===== config.mk =====
export PLATFORM = sky130hd
export DESIGN_NAME = scaled_euclidean_distance
export DESIGN_NICKNAME = d
export VERILOG_FILES = /design/src/rtl/sed_pkg.sv /design/src/rtl/sed_queue.sv /design/src/rtl/sed_front.sv /design/src/rtl/sed_back.sv /design/src/rtl/scaled_euclidean_distance.sv
export SDC_FILE = /design/constraint.sdc
export NUM_CORES = 1
export LEC_CHECK = 0
export BUFFER_PORTS_ARGS = -buffer_cell sky130_fd_sc_hd__buf_2
export CORE_MARGIN = 4
export CORE_UTILIZATION = 64
export DETAILED_ROUTE_END_ITERATION = 10
export HOLD_SLACK_MARGIN = 0.12
export PLACE_DENSITY_LB_ADDON = 0.12
export REMOVE_ABC_BUFFERS = 1
export SLEW_MARGIN = 10
export SYNTH_ARGS = -nofsm -noshare
export SYNTH_HDL_FRONTEND = slang
export SYNTH_SLANG_ARGS = --single-unit

===== constraint.sdc =====
create_clock -name clk -period 8.5 [get_ports clk]
set_input_delay 0.425 -clock clk [delete_from_list [all_inputs] [get_ports clk]]
set_output_delay 0.425 -clock clk [all_outputs]
set_load 0.03 [all_outputs]

===== src/rtl/sed_pkg.sv =====
// shared widths, constants and types for the scaled euclidean distance block
`timescale 1ns / 1ps
`default_nettype none
package sed_pkg;

    localparam int ELEM_W   = 8;
    localparam int SQ_W     = 2 * ELEM_W;
    localparam int SUM_W    = 21;
    localparam int ROOT_W   = 19;
    localparam int SCALE_W  = 16;
    localparam int PROD_W   = ROOT_W + SCALE_W;
    localparam int DIST_W   = 27;
    localparam int FRAC_SH  = 8;
    localparam int RAD_W    = 2 * ROOT_W;
    localparam int REM_W    = ROOT_W + 2;

    localparam int MAX_ELEMENTS_DEF = 32;
    localparam int QUEUE_DEPTH_DEF  = 2;

    localparam logic [SCALE_W-1:0] SCALE_RESET = 16'd5033;
    localparam logic [SUM_W-1:0]   SUM_MAX     = {SUM_W{1'b1}};

    // finished vector handed from accumulator to root unit
    typedef struct packed {
        logic [SUM_W-1:0] sum;
        logic             overflow;
    } vector_t;

endpackage
`default_nettype wire


===== src/rtl/sed_queue.sv =====
// small register queue of finished vectors between accumulator and root unit
`timescale 1ns / 1ps
`default_nettype none
module sed_queue #(
    parameter int DEPTH = sed_pkg::QUEUE_DEPTH_DEF
) (
    input  wire logic            clk,
    input  wire logic            rst_n,
    input  wire logic            push,
    input  sed_pkg::vector_t     push_data,
    output logic                 full,
    input  wire logic            pop,
    output sed_pkg::vector_t     pop_data,
    output logic                 empty
);
    import sed_pkg::*;

    localparam int PTR_W = (DEPTH > 1) ? $clog2(DEPTH) : 1;
    localparam int CNT_W = $clog2(DEPTH + 1);
    localparam logic [PTR_W-1:0] LAST_PTR = PTR_W'(DEPTH - 1);
    localparam logic [CNT_W-1:0] FULL_CNT = CNT_W'(DEPTH);

    vector_t          entry_reg [DEPTH];
    logic [PTR_W-1:0] wr_ptr_reg, wr_ptr_next;
    logic [PTR_W-1:0] rd_ptr_reg, rd_ptr_next;
    logic [CNT_W-1:0] count_reg, count_next;
    logic             do_push, do_pop;

    assign full     = (count_reg == FULL_CNT);
    assign empty    = (count_reg == '0);
    assign do_push  = push && !full;
    assign do_pop   = pop && !empty;
    assign pop_data = entry_reg[rd_ptr_reg];

    always_comb
    begin
        wr_ptr_next = wr_ptr_reg;
        rd_ptr_next = rd_ptr_reg;
        count_next  = count_reg;
        if (do_push)
        begin
            wr_ptr_next = (wr_ptr_reg == LAST_PTR) ? '0 : wr_ptr_reg + 1'b1;
        end
        if (do_pop)
        begin
            rd_ptr_next = (rd_ptr_reg == LAST_PTR) ? '0 : rd_ptr_reg + 1'b1;
        end
        if (do_push && !do_pop)
        begin
            count_next = count_reg + 1'b1;
        end
        else if (do_pop && !do_push)
        begin
            count_next = count_reg - 1'b1;
        end
    end

    always_ff @(posedge clk or negedge rst_n)
    begin
        if (!rst_n)
        begin
            wr_ptr_reg <= '0;
            rd_ptr_reg <= '0;
            count_reg  <= '0;
        end
        else
        begin
            wr_ptr_reg <= wr_ptr_next;
            rd_ptr_reg <= rd_ptr_next;
            count_reg  <= count_next;
        end
    end

    always_ff @(posedge clk)
    begin
        if (do_push)
        begin
            entry_reg[wr_ptr_reg] <= push_data;
        end
    end

endmodule
`default_nettype wire


===== src/rtl/sed_front.sv =====
// element pair accumulator: squared differences, pair count, overflow
`timescale 1ns / 1ps
`default_nettype none
module sed_front #(
    parameter int MAX_ELEMENTS = sed_pkg::MAX_ELEMENTS_DEF
) (
    input  wire logic                       clk,
    input  wire logic                       rst_n,
    input  wire logic                       accept,
    input  wire logic [sed_pkg::ELEM_W-1:0] first_element,
    input  wire logic [sed_pkg::ELEM_W-1:0] second_element,
    input  wire logic                       last_pair,
    output logic                            push,
    output sed_pkg::vector_t                push_data
);
    import sed_pkg::*;

    localparam int CNT_W = $clog2(MAX_ELEMENTS + 1);
    localparam logic [CNT_W-1:0] MAX_CNT = CNT_W'(MAX_ELEMENTS);

    logic [SUM_W-1:0]  sum_reg, sum_next;
    logic [CNT_W-1:0]  count_reg, count_next;
    logic              ovf_reg, ovf_next;
    logic [ELEM_W-1:0] diff;
    logic [SQ_W-1:0]   sq;
    logic [SUM_W:0]    sum_wide;
    logic [SUM_W-1:0]  sum_acc;
    logic [CNT_W-1:0]  count_acc;
    logic              ovf_acc;

    assign diff     = (first_element >= second_element) ? first_element - second_element
                                                        : second_element - first_element;
    assign sq       = SQ_W'(diff) * SQ_W'(diff);
    assign sum_wide = {1'b0, sum_reg} + (SUM_W + 1)'(sq);

    always_comb
    begin
        // counter saturates at the limit, a further pair marks overflow
        if (count_reg >= MAX_CNT)
        begin
            ovf_acc   = 1'b1;
            count_acc = count_reg;
        end
        else
        begin
            ovf_acc   = ovf_reg;
            count_acc = count_reg + 1'b1;
        end

        if (ovf_acc)
        begin
            sum_acc = SUM_MAX;
        end
        else if (sum_wide[SUM_W])
        begin
            sum_acc = SUM_MAX;
        end
        else
        begin
            sum_acc = sum_wide[SUM_W-1:0];
        end

        push               = accept && last_pair;
        push_data.sum      = sum_acc;
        push_data.overflow = ovf_acc;

        sum_next   = sum_reg;
        count_next = count_reg;
        ovf_next   = ovf_reg;
        if (accept)
        begin
            if (last_pair)
            begin
                sum_next   = '0;
                count_next = '0;
                ovf_next   = 1'b0;
            end
            else
            begin
                sum_next   = sum_acc;
                count_next = count_acc;
                ovf_next   = ovf_acc;
            end
        end
    end

    always_ff @(posedge clk or negedge rst_n)
    begin
        if (!rst_n)
        begin
            sum_reg   <= '0;
            count_reg <= '0;
            ovf_reg   <= 1'b0;
        end
        else
        begin
            sum_reg   <= sum_next;
            count_reg <= count_next;
            ovf_reg   <= ovf_next;
        end
    end

endmodule
`default_nettype wire


===== src/rtl/sed_back.sv =====
// root unit: bit-serial square root, scale multiply and output register
`timescale 1ns / 1ps
`default_nettype none
module sed_back (
    input  wire logic                        clk,
    input  wire logic                        rst_n,
    input  wire logic                        empty,
    input  sed_pkg::vector_t                 pop_data,
    output logic                             pop,
    input  wire logic [sed_pkg::SCALE_W-1:0] scale,
    output logic                             out_valid,
    input  wire logic                        out_stall,
    output logic [sed_pkg::SUM_W-1:0]        squared_sum,
    output logic [sed_pkg::ROOT_W-1:0]       root_q8,
    output logic [sed_pkg::DIST_W-1:0]       scaled_distance_q24,
    output logic                             count_overflow
);
    import sed_pkg::*;

    localparam int STEP_W = $clog2(ROOT_W);
    localparam logic [STEP_W-1:0] LAST_STEP = STEP_W'(ROOT_W - 1);

    localparam logic [1:0] ST_IDLE = 2'd0;
    localparam logic [1:0] ST_ROOT = 2'd1;
    localparam logic [1:0] ST_MUL  = 2'd2;
    localparam logic [1:0] ST_OUT  = 2'd3;

    logic [1:0]        state_reg, state_next;
    logic [STEP_W-1:0] step_reg, step_next;
    logic [RAD_W-1:0]  rad_reg, rad_next;
    logic [REM_W-1:0]  rem_reg, rem_next;
    logic [ROOT_W-1:0] root_reg, root_next;
    logic [SUM_W-1:0]  sum_reg, sum_next;
    logic              ovf_reg, ovf_next;
    logic [PROD_W-1:0] prod_reg, prod_next;
    logic              valid_reg, valid_next;
    logic [REM_W+1:0]  rem_shift;
    logic [REM_W+1:0]  trial;

    // one result bit per step: bring down two radicand bits, try 4r+1
    assign rem_shift = {rem_reg, rad_reg[RAD_W-1 -: 2]};
    assign trial     = (REM_W + 2)'({root_reg, 2'b01});

    assign pop                 = (state_reg == ST_IDLE) && !empty;
    assign out_valid           = valid_reg;
    assign squared_sum         = sum_reg;
    assign root_q8             = root_reg;
    assign scaled_distance_q24 = prod_reg[FRAC_SH +: DIST_W];
    assign count_overflow      = ovf_reg;

    always_comb
    begin
        state_next = state_reg;
        step_next  = step_reg;
        rad_next   = rad_reg;
        rem_next   = rem_reg;
        root_next  = root_reg;
        sum_next   = sum_reg;
        ovf_next   = ovf_reg;
        prod_next  = prod_reg;
        valid_next = valid_reg;
        unique case (state_reg)
            ST_IDLE:
            begin
                if (!empty)
                begin
                    sum_next   = pop_data.sum;
                    ovf_next   = pop_data.overflow;
                    rad_next   = RAD_W'({pop_data.sum, 16'd0});
                    rem_next   = '0;
                    root_next  = '0;
                    step_next  = '0;
                    state_next = ST_ROOT;
                end
            end
            ST_ROOT:
            begin
                rad_next = {rad_reg[RAD_W-3:0], 2'b00};
                if (rem_shift >= trial)
                begin
                    rem_next  = REM_W'(rem_shift - trial);
                    root_next = {root_reg[ROOT_W-2:0], 1'b1};
                end
                else
                begin
                    rem_next  = REM_W'(rem_shift);
                    root_next = {root_reg[ROOT_W-2:0], 1'b0};
                end
                step_next = step_reg + 1'b1;
                if (step_reg == LAST_STEP)
                begin
                    state_next = ST_MUL;
                end
            end
            ST_MUL:
            begin
                prod_next  = PROD_W'(root_reg) * PROD_W'(scale);
                valid_next = 1'b1;
                state_next = ST_OUT;
            end
            ST_OUT:
            begin
                if (!out_stall)
                begin
                    valid_next = 1'b0;
                    state_next = ST_IDLE;
                end
            end
            default:
            begin
                state_next = ST_IDLE;
            end
        endcase
    end

    always_ff @(posedge clk or negedge rst_n)
    begin
        if (!rst_n)
        begin
            state_reg <= ST_IDLE;
            valid_reg <= 1'b0;
        end
        else
        begin
            state_reg <= state_next;
            valid_reg <= valid_next;
        end
    end

    always_ff @(posedge clk)
    begin
        step_reg <= step_next;
        rad_reg  <= rad_next;
        rem_reg  <= rem_next;
        root_reg <= root_next;
        sum_reg  <= sum_next;
        ovf_reg  <= ovf_next;
        prod_reg <= prod_next;
    end

endmodule
`default_nettype wire


===== src/rtl/scaled_euclidean_distance.sv =====
// scaled euclidean distance top level: accumulator, vector queue, root unit
// throughput: one element pair per cycle while the vector queue is not full; the
//   bit-serial root unit takes one vector at a time while the queue lets pairs stream on
// reset: rst_n asynchronous active low; clears sum, count, overflow, queue and
//   output valid; scale register returns to 5033 (about 0.0003 in Q0.24)
`timescale 1ns / 1ps
`default_nettype none
module scaled_euclidean_distance #(
    parameter int MAX_ELEMENTS = sed_pkg::MAX_ELEMENTS_DEF,
    parameter int QUEUE_DEPTH  = sed_pkg::QUEUE_DEPTH_DEF
) (
    input  wire logic                        clk,
    input  wire logic                        rst_n,
    // configuration write channel, scale register only
    input  wire logic                        cfg_valid,
    output logic                             cfg_ready,
    input  wire logic [sed_pkg::SCALE_W-1:0] cfg_data,
    // element pair input channel
    input  wire logic                        in_valid,
    output logic                             in_stall,
    input  wire logic [sed_pkg::ELEM_W-1:0]  first_element,
    input  wire logic [sed_pkg::ELEM_W-1:0]  second_element,
    input  wire logic                        last_pair,
    // result channel
    output logic                             out_valid,
    input  wire logic                        out_stall,
    output logic [sed_pkg::SUM_W-1:0]        squared_sum,
    output logic [sed_pkg::ROOT_W-1:0]       root_q8,
    output logic [sed_pkg::DIST_W-1:0]       scaled_distance_q24,
    output logic                             count_overflow
);
    import sed_pkg::*;

    logic [SCALE_W-1:0] scale_reg, scale_next;
    logic               in_accept;
    logic               push;
    vector_t            push_data;
    logic               queue_full;
    logic               pop;
    vector_t            pop_data;
    logic               queue_empty;

    // scale register is always writable
    assign cfg_ready  = 1'b1;
    assign scale_next = (cfg_valid && cfg_ready) ? cfg_data : scale_reg;

    always_ff @(posedge clk or negedge rst_n)
    begin
        if (!rst_n)
        begin
            scale_reg <= SCALE_RESET;
        end
        else
        begin
            scale_reg <= scale_next;
        end
    end

    // pairs stall only while the vector queue is full
    assign in_stall  = queue_full;
    assign in_accept = in_valid && !in_stall;

    // front: running sum of squared differences, closes a vector on the last pair
    sed_front #(
        .MAX_ELEMENTS (MAX_ELEMENTS)
    ) u_front (
        .clk            (clk),
        .rst_n          (rst_n),
        .accept         (in_accept),
        .first_element  (first_element),
        .second_element (second_element),
        .last_pair      (last_pair),
        .push           (push),
        .push_data      (push_data)
    );

    // finished vectors wait here while the root unit is busy
    sed_queue #(
        .DEPTH (QUEUE_DEPTH)
    ) u_queue (
        .clk       (clk),
        .rst_n     (rst_n),
        .push      (push),
        .push_data (push_data),
        .full      (queue_full),
        .pop       (pop),
        .pop_data  (pop_data),
        .empty     (queue_empty)
    );

    // back: square root with 8 fraction bits, scale multiply, held result
    sed_back u_back (
        .clk                 (clk),
        .rst_n               (rst_n),
        .empty               (queue_empty),
        .pop_data            (pop_data),
        .pop                 (pop),
        .scale               (scale_reg),
        .out_valid           (out_valid),
        .out_stall           (out_stall),
        .squared_sum         (squared_sum),
        .root_q8             (root_q8),
        .scaled_distance_q24 (scaled_distance_q24),
        .count_overflow      (count_overflow)
    );

endmodule
`default_nettype wire

==> impl_results.md, run 1 <==
* Synth area leader: fa_1
* Post-CTS Repair Setup Buffers at 0
* Synth top area share at around a quarter
* Slowest CP cell: nand2_1
* Via Count at around 15000
* Clock slew at reported path FFs at 0.06 ns
* I/O pins at around 110
* RR Endpoint: u_back.prod_reg[32]
* Crit path launch type: input pin
* Crit path required time at between 8 and 9 ns
* Yosys reg bits at roughly 210
* Post-Synth XOR/XNOR Area at ~3.2%
* WHS Path Cells at 2
* Antenna Nets Post-Route at 0
* Root Buffer: clkbuf_16
* RD Place Congestion at approximately 0.90
* CTS tree: yes
* Die height at 192 um
* Drt pass-1 iters at 5
* Top-count cell post-synth: inv_1
* CP arrival at 7.87 ns
* GR Util met3 at around 4.2%
* Post-route setup TNS at 0 ns
* Largest register FFs at 44
* Synth warn at 0
* Slew @ Worst Pin at roughly 1.1 ns
* Mapped Cells at 2103
* Antenna diode count at 0
* Routed Wire Length at 48800 um
* Number of global-route vias before repair at ~16000
* Max_cap viols at 0
* Crit path buf inv count at 6
* Htree depth at 1
* Netlist cell types at 91
* Reg2Reg Setup Slack at approximately 1.4 ns
* Worst setup EP type: register
* Drt initial violations at between 800 and 900
* Pin count of the biggest net entering global routing at between 60 and 70
* Slew Viols, Final at 0
* First-pass GRT wire length at between 80000 and 90000 um
* Compound-Gate Fraction of Synth Area at around 7.6%
* Share of cells above drive strength 1 at 11.9%
* Seq/Total Area, Yosys at between 20% and 30%
* Slew headroom at a little over a quarter
* Final setup violation count at 0
* Synth cell count leaders: inv_1, fa_1, nand2_1
* Die width at 192 um
* Drt wl/cell at 18.4 um
* Post-Synth Adder-Cell Area at a little over a third
* Min-delay src: cfg_data[5]
* Grt total ovfl at 0
* Die footprint at around 37000 um2
* Top post-synthesis cells by area: fa_1, edfxtp_1, ha_1
* Initial Util at ~65%
* RSZ-0062 raised after global routing: no
* DP Wirelength at ~35000 um
* Clk sinks at approximately 210
* Core Area at 33400 um2
* Total CTS buffers at 26
* Vias per cell at roughly 5.7
* Post-synth EDFFs at 160
* Worst R2R Path Depth at 20
* Worst-path fanout max at 24
* CP top delay family: adder cells
* Antenna violations before repair at 0
* M1 GR Usage at 34.6%
* Area growth syn-to-layout at 8.81%
* Final Skew at between 0.015 and 0.02 ns
* Tmin final at 7.43 ns
* Worst min-delay path class: in2reg
* Global routing's busiest layer: met2
* CP max stage delay at 0.67 ns
* Final hold vios at 0
* M2 GR Usage at about half
* DRC at 0
* FP Rows at between 60 and 70
* Tcrit/Tclk final at a little under 90%
* Post-Syn Area per Cell at around 10 um2
* Worst path most repeated cell: inv_1
* Synth Cell Area at around 22000 um2
* Maximum clock insertion buffer count at 3
* Layout Nets at 2690
* Simple-Gate Fraction of Synth Area at approximately 12%
* Clock Latency Late Sink at 0.55 ns
* Number of cells on the critical path at 29
* Hold Path End: scale_reg[5]
* Port bufs at approximately 110
* Primary FF master, synth: edfxtp_1
* GRT Total Usage at 27.6%
* Asr flop ratio synth at ~24%
* Multiplexer share of the synthesized area at just under 4%
* Largest family of logic cells by synthesized area: adder cells
* FMAX at ~130 MHz
* Worst reg2reg startpoint: scale_reg[6]
* Status: completed
* Critical path type: in2reg
==> worst reg2reg max path, stage by stage, from the launching register on <==
cell and delay [ns]:
dfrtp_1 1.04, nand2_1 0.21, fa_1 0.59, inv_1 0.06
fa_1 0.53, inv_1 0.06, fa_1 0.52, inv_1 0.05
fa_1 0.48, inv_1 0.06, fa_1 0.53, inv_1 0.05
fa_1 0.48, ha_1 0.39, or3_1 0.37, o211ai_1 0.14
o31ai_4 0.20, a31oi_4 0.37, o221ai_4 0.23, a2111oi_4 0.39
nor3_2 0.08
==> metrics by stage <==
step | util [%] | worst slack [ns] | instance area, um2 | hold WS (ns) | instances
6_report | 70.4 | 1.07 | 23500 | 0.150 | 2653
5_1_grt | 70.4 | 0.620 | 23500 | 0.127 | 2653
4_1_cts | 70.4 | 1.11 | 23500 | 0.126 | 2653
3_5_place_dp | 67.3 | 0.554 | 22500 | 0.500 | 2588
3_3_place_gp | 67.3 | 0.808 | 22500 | 0.488 | 2588
2_1_floorplan | - | 1.73 | 21300 | 0.129 | 2020
==> layer usage <==
metal	routed length, um	part of all wire, %
met1	19200	39
met2	25100	51
met3	2890	5.9
met4	1650	3.4
met5	0	0
==> worst max path at each step <==
stage	from	end	slack [ns]
6_report	first_element[0]	u_front.sum_reg[7]	1.07
5_1_grt	first_element[0]	u_front.sum_reg[7]	0.62
4_1_cts	first_element[0]	u_front.sum_reg[10]	1.11
3_5_place_dp	first_element[0]	u_front.sum_reg[10]	0.55
3_3_place_gp	first_element[0]	u_front.sum_reg[18]	0.81
2_1_floorplan	first_element[0]	u_queue.entry_reg[0][21]	1.73
==> cells by family after synthesis <==
kind of cell               after synthesis
adders and majority gates              467
DFF                                    211
AOI/OAI and AO/OA                      224
buffers and inverters                  472
xor gates and xnor gates                77
other                                    1
muxes                                   77
and+or+nand+nor                        574
==> layout make-up <==
cell class	count	area, um2
multi-input combinational	1420	13800
fill	2477	9900
sequential	211	6090
inverter	389	1460
timing repair buffer	137	803
clock buffer	34	691
tap	448	561
clock inverter	14	173
==> cell usage in the layout, fill, tap and decap left out, types with 5 or more instances in the layout <==
cell	Yosys	final
a21o_1	27	27
inv_1	387	387
buf_4	1	13
dlygate4sd3_1	0	17
o21a_1	10	10
mux2i_1	19	19
nand2_1	255	255
and2_1	104	104
fa_1	274	274
nand3_1	19	19
clkbuf_16	0	26
nor2_1	106	105
mux2_2	57	57
a21oi_1	56	55
a211oi_1	5	5
nor3_1	21	21
a22o_1	16	16
edfxtp_1	160	160
dfrtp_1	44	44
buf_2	3	107
and3_1	8	8
ha_1	193	193
o21bai_1	5	5
a31oi_1	12	12
nand4_1	11	11
o21ai_0	42	42
xnor2_1	47	47
dfstp_2	7	7
nand2b_1	15	15
clkbuf_1	73	7
xor2_1	28	28
or2_2	7	7
nor2b_1	5	5
==> repair_timing <==
item	CTS	global route
endpoints found under the setup margin	0	0
hold buffers	17	0
resized for setup	0	0
hold endpoints to repair	60	0
Power of run 1 is not shown: default switching activity piles up to over one toggle a cycle in this logic, so the estimate is an artifact.
==> run 2: changes to the inputs <==
--- a/config.mk
+++ b/config.mk
@@ -9,7 +9,9 @@
 export CORE_MARGIN = 4
 export CORE_UTILIZATION = 64
 export DETAILED_ROUTE_END_ITERATION = 10
+export GPL_ROUTABILITY_DRIVEN = 0
 export HOLD_SLACK_MARGIN = 0.12
+export MAX_ROUTING_LAYER = met4
 export PLACE_DENSITY_LB_ADDON = 0.12
 export REMOVE_ABC_BUFFERS = 1
 export SLEW_MARGIN = 10
==> impl_results.md, run 2 (synthesized netlist as in run 1, its figures left out) <==
* Maximum clock insertion buffer count at 3
* Core Area at ~33000 um2
* Drt initial violations at 845
* Layout Nets at approximately 2700
* Largest register FFs at 44
* RR Endpoint: u_back.prod_reg[32]
* Post_cts resized at 0
* Slew headroom at 21.7%
* Die width at ~190 um
* Slew Viols, Final at 0
* Most common cell after layout, fill and taps aside: inv_1
* Initial Util at approximately 65%
* Slowest CP cell: nand2_1
* Worst min-delay path class: in2reg
* Total CTS buffers at 27
* PnR worst setup slack at approximately 1.2 ns
* Tmin final at 7.35 ns
* CTS tree: yes
* DP Wirelength at about 36000 um
* GRT Total Usage at between 20 and 30%
* Antenna Nets Post-Route at 0
* Routed Wire Length at 48900 um
* WHS Path Cells at 2
* FP Rows at 67
* Final hold vios at 0
* RSZ-0062 raised after global routing: no
* Crit path launch type: input pin
* Slew @ Worst Pin at about 1.2 ns
* Via Count at between 15000 and 20000
* Number of global-route vias before repair at 16174
* Worst path most repeated cell: inv_1
* Hold Path End: u_front.count_reg[1]
* Die height at approximately 190 um
* Worst reg2reg startpoint: u_back.root_q8[8]
* Die footprint at about 37000 um2
* Clock slew at reported path FFs at roughly 0.06 ns
* Antenna diode count at 0
* Share of cells above drive strength 1 at roughly 12%
* Crit path required time at just under 9 ns
* Vias per cell at between 5 and 6
* Worst setup EP type: register
* Htree depth at 1
* Area growth syn-to-layout at 9.27%
* Antenna violations before repair at 0
* FMAX at roughly 140 MHz
* Final setup violation count at 0
* Port bufs at ~110
* Setup slack at placement at roughly 0.63 ns
* Max_cap viols at 0
* Worst-path fanout max at 24
* Clk sinks at roughly 210
* Clock Latency Late Sink at about 0.57 ns
* Root Buffer: clkbuf_16
* CP arrival at between 7 and 8 ns
* Reg2Reg Setup Slack at around 1.5 ns
* Post-route setup TNS at 0 ns
* Pin count of the biggest net entering global routing at 68
* Worst R2R Path Depth at 20
* Most frequent cells in the layout: inv_1, fa_1, nand2_1
* Final Skew at between 0.01 and 0.015 ns
* Grt total ovfl at 0
* Drt wl/cell at between 15 and 20 um
* Min-delay src: last_pair
* Status: completed
* Drt pass-1 iters at 5
* CP max stage delay at approximately 0.66 ns
* I/O pins at between 100 and 150
* First-pass GRT wire length at ~80000 um
* Tcrit/Tclk final at 86.4%
* DRC at 0
* Critical path type: in2reg
-- run 2: final cells by class --
class	instances	area [um2]
clock buffers	33	708
clock inverters	16	221
fillers	2466	9800
inverters	389	1460
multi-input cells	1420	13800
flip-flops and latches	211	6090
well taps	448	561
repair buffers	141	836
-- run 2: worst max path at each step --
stage                     start  cells after the start                  endpoint  slack, ns
4_1_cts        first_element[0]                     29       u_front.sum_reg[10]       1.20
2_1_floorplan  first_element[0]                     27  u_queue.entry_reg[0][21]       1.73
3_3_place_gp   first_element[0]                     28       u_front.sum_reg[18]       0.77
3_5_place_dp   first_element[0]                     29       u_front.sum_reg[10]       0.63
5_1_grt        first_element[0]                     29        u_front.sum_reg[7]       0.65
6_report       first_element[0]                     29       u_front.sum_reg[10]       1.15
-- run 2: repair_timing --
item	4_1_cts	5_1_grt
hold buffers	18	0
endpoints found under the hold margin	61	0
buffers inserted	0	0
-- run 2: layer usage --
metal	vias to the layer above	GRT usage [%]	wire length [um]
met3	130	3.49	3070
met4	0	9.39	1760
li1	6909	-	-
met5	-	-	0
met2	528	48.7	24700
met1	7597	34.9	19300
-- run 2: metrics by stage --
stage / instances / utilization [%] / instance area, um2 / hold slack (ns)
2_1_floorplan: 2020 / - / 21300 / 0.129
3_3_place_gp: 2591 / 67.4 / 22500 / 0.490
3_5_place_dp: 2591 / 67.4 / 22500 / 0.501
4_1_cts: 2658 / 70.7 / 23600 / 0.156
5_1_grt: 2658 / 70.7 / 23600 / 0.181
6_report: 2658 / 70.7 / 23600 / 0.172
-- run 2: worst max-delay path, delay by kind of cell --
kind                     cells  cell delay, ns
AO/OA/AOI/OAI               11            2.15
XOR/XNOR                     1            0.61
adder cells (fa/ha/maj)      7            2.60
buffers and inverters        6            0.41
AND/OR/NAND/NOR              4            1.59
Power of run 2 is left out for the same reason.
==> run 3: changes to the inputs <==
--- a/config.mk
+++ b/config.mk
@@ -11,7 +11,6 @@
 export DETAILED_ROUTE_END_ITERATION = 10
 export GPL_ROUTABILITY_DRIVEN = 0
 export HOLD_SLACK_MARGIN = 0.12
-export MAX_ROUTING_LAYER = met4
 export PLACE_DENSITY_LB_ADDON = 0.12
 export REMOVE_ABC_BUFFERS = 1
 export SLEW_MARGIN = 10
==> impl_results.md, run 3 (synthesized netlist as in run 1, its figures left out) <==
* RSZ-0062 raised after global routing: no
* Pin count of the biggest net entering global routing at 68
* DRC at 0
* CP arrival at between 7 and 8 ns
* Drt pass-1 iters at 5
* Minimum hold slack at around 0.17 ns
* Routed Wire Length at 48900 um
* Metal-1 WL at roughly 19000 um
* Initial Util at between 60 and 70%
* Met3 WL post-DR at 3160 um
* Worst-path fanout max at 24
* Post_cts resized at 0
* Share of cells above drive strength 1 at about an eighth
* Most frequent cells in the layout: inv_1, fa_1, nand2_1
* Port bufs at between 100 and 150
* Metal2 WL at between 20000 and 25000 um
* Number of global-route vias before repair at 16182
* Fillcell total at about 2500
* FMAX at between 100 and 150 MHz
* Die footprint at around 37000 um2
* Dpl cells at around 2600
* Die height at around 190 um
* Final Skew at 0.0131 ns
* Top Layer Used: met4
* Root Buffer: clkbuf_16
* Antenna diode count at 0
* Core Area at ~33000 um2
* Slew headroom at just over 20%
* Post-CTS Repair Setup Buffers at 0
* Clock Latency Late Sink at roughly 0.57 ns
* CTS tree: yes
* Antenna violations before repair at 0
* Worst path most repeated cell: inv_1
* # hold bufs at CTS at 18
* Crit path launch type: input pin
* Die width at approximately 190 um
* Grt total ovfl at 0
* Final setup violation count at 0
* I/O pins at 109
* Htree depth at 1
* FP Rows at 67
* Final hold vios at 0
* Largest register FFs at between 40 and 50
* CP max stage delay at about 0.66 ns
* Fin cells at ~2700
* Drt wl/cell at 18.4 um
* Most common cell after layout, fill and taps aside: inv_1
* Via Count at roughly 15000
* Vias per cell at roughly 5.7
* Drt initial violations at 916
* Clock slew at reported path FFs at ~0.06 ns
* Slew Viols, Final at 0
* Critical path type: in2reg
* Slew @ Worst Pin at about 1.2 ns
* Tmin final at 7.36 ns
* Total CTS buffers at 27
* Worst min-delay path class: in2reg
* Maximum clock insertion buffer count at 3
* Max_cap viols at 0
* Layout Nets at roughly 2700
* Post-route setup TNS at 0 ns
* First-pass GRT wire length at around 80000 um
* Slowest CP cell: nand2_1
* Crit path required time at between 8 and 9 ns
* Worst setup EP type: register
* Antenna Nets Post-Route at 0
* DP Wirelength at between 30000 and 40000 um
* GRT Total Usage at 27.4%
* Clk sinks at ~210
* Tcrit/Tclk final at 86.6%
* Area growth syn-to-layout at 9.27%
* Status: completed
==> run 3: cell counts in the layout (fill, tap and decap cells not counted) <==
Identical to the previous run, type by type.
==> run 3: metrics by stage <==
step                setup WS (ns)  utilization (%)  cell area, um2
floorplan                    1.73                -           21300
global placement            0.771             67.4           22500
detailed placement          0.627             67.4           22500
CTS                          1.20             70.7           23600
global route                0.648             70.7           23600
finish                       1.14             70.7           23600
==> run 3: path summary, 6_finish.rpt <==
path,from,to,slack (ns),cells past startpoint
min in group asynchronous,rst_n,u_back.out_valid,0.56,3
hold / removal,last_pair,u_front.count_reg[1],0.17,2
setup reg to reg,u_back.root_q8[8],u_back.prod_reg[32],1.49,20
hold reg to reg,u_queue.wr_ptr_reg,u_queue.wr_ptr_reg,0.51,1
setup / recovery,first_element[0],u_front.sum_reg[10],1.14,29
max in group asynchronous,rst_n,scale_reg[15],7.39,3
==> run 3: metal layers <==
| layer | GRT usage (%) | vias up |
|---|---|---|
| met5 | 0 | - |
| met4 | 9.39 | 0 |
| met3 | 3.64 | 112 |
| met2 | 48.8 | 528 |
| met1 | 34.7 | 7584 |
| li1 | - | 6909 |
==> run 3: critical path: cells and delay by family <==
kind | cells | cell delay, ns
adder cells (fa/ha/maj) | 7 | 2.60
AO/OA/AOI/OAI | 11 | 2.16
AND/OR/NAND/NOR | 4 | 1.59
XOR/XNOR | 1 | 0.61
buffers and inverters | 6 | 0.41
==> run 3: layout make-up <==
class                      instances  area, um2  area share, %
clock inverter                    16        221          0.937
sequential                       211       6090           25.8
clock buffer                      33        708           3.00
inverter                         389       1460           6.18
multi-input combinational       1420      13800           58.2
timing repair buffer             141        836           3.53
tap                              448        561           2.37
Power of run 3 is left out for the same reason.
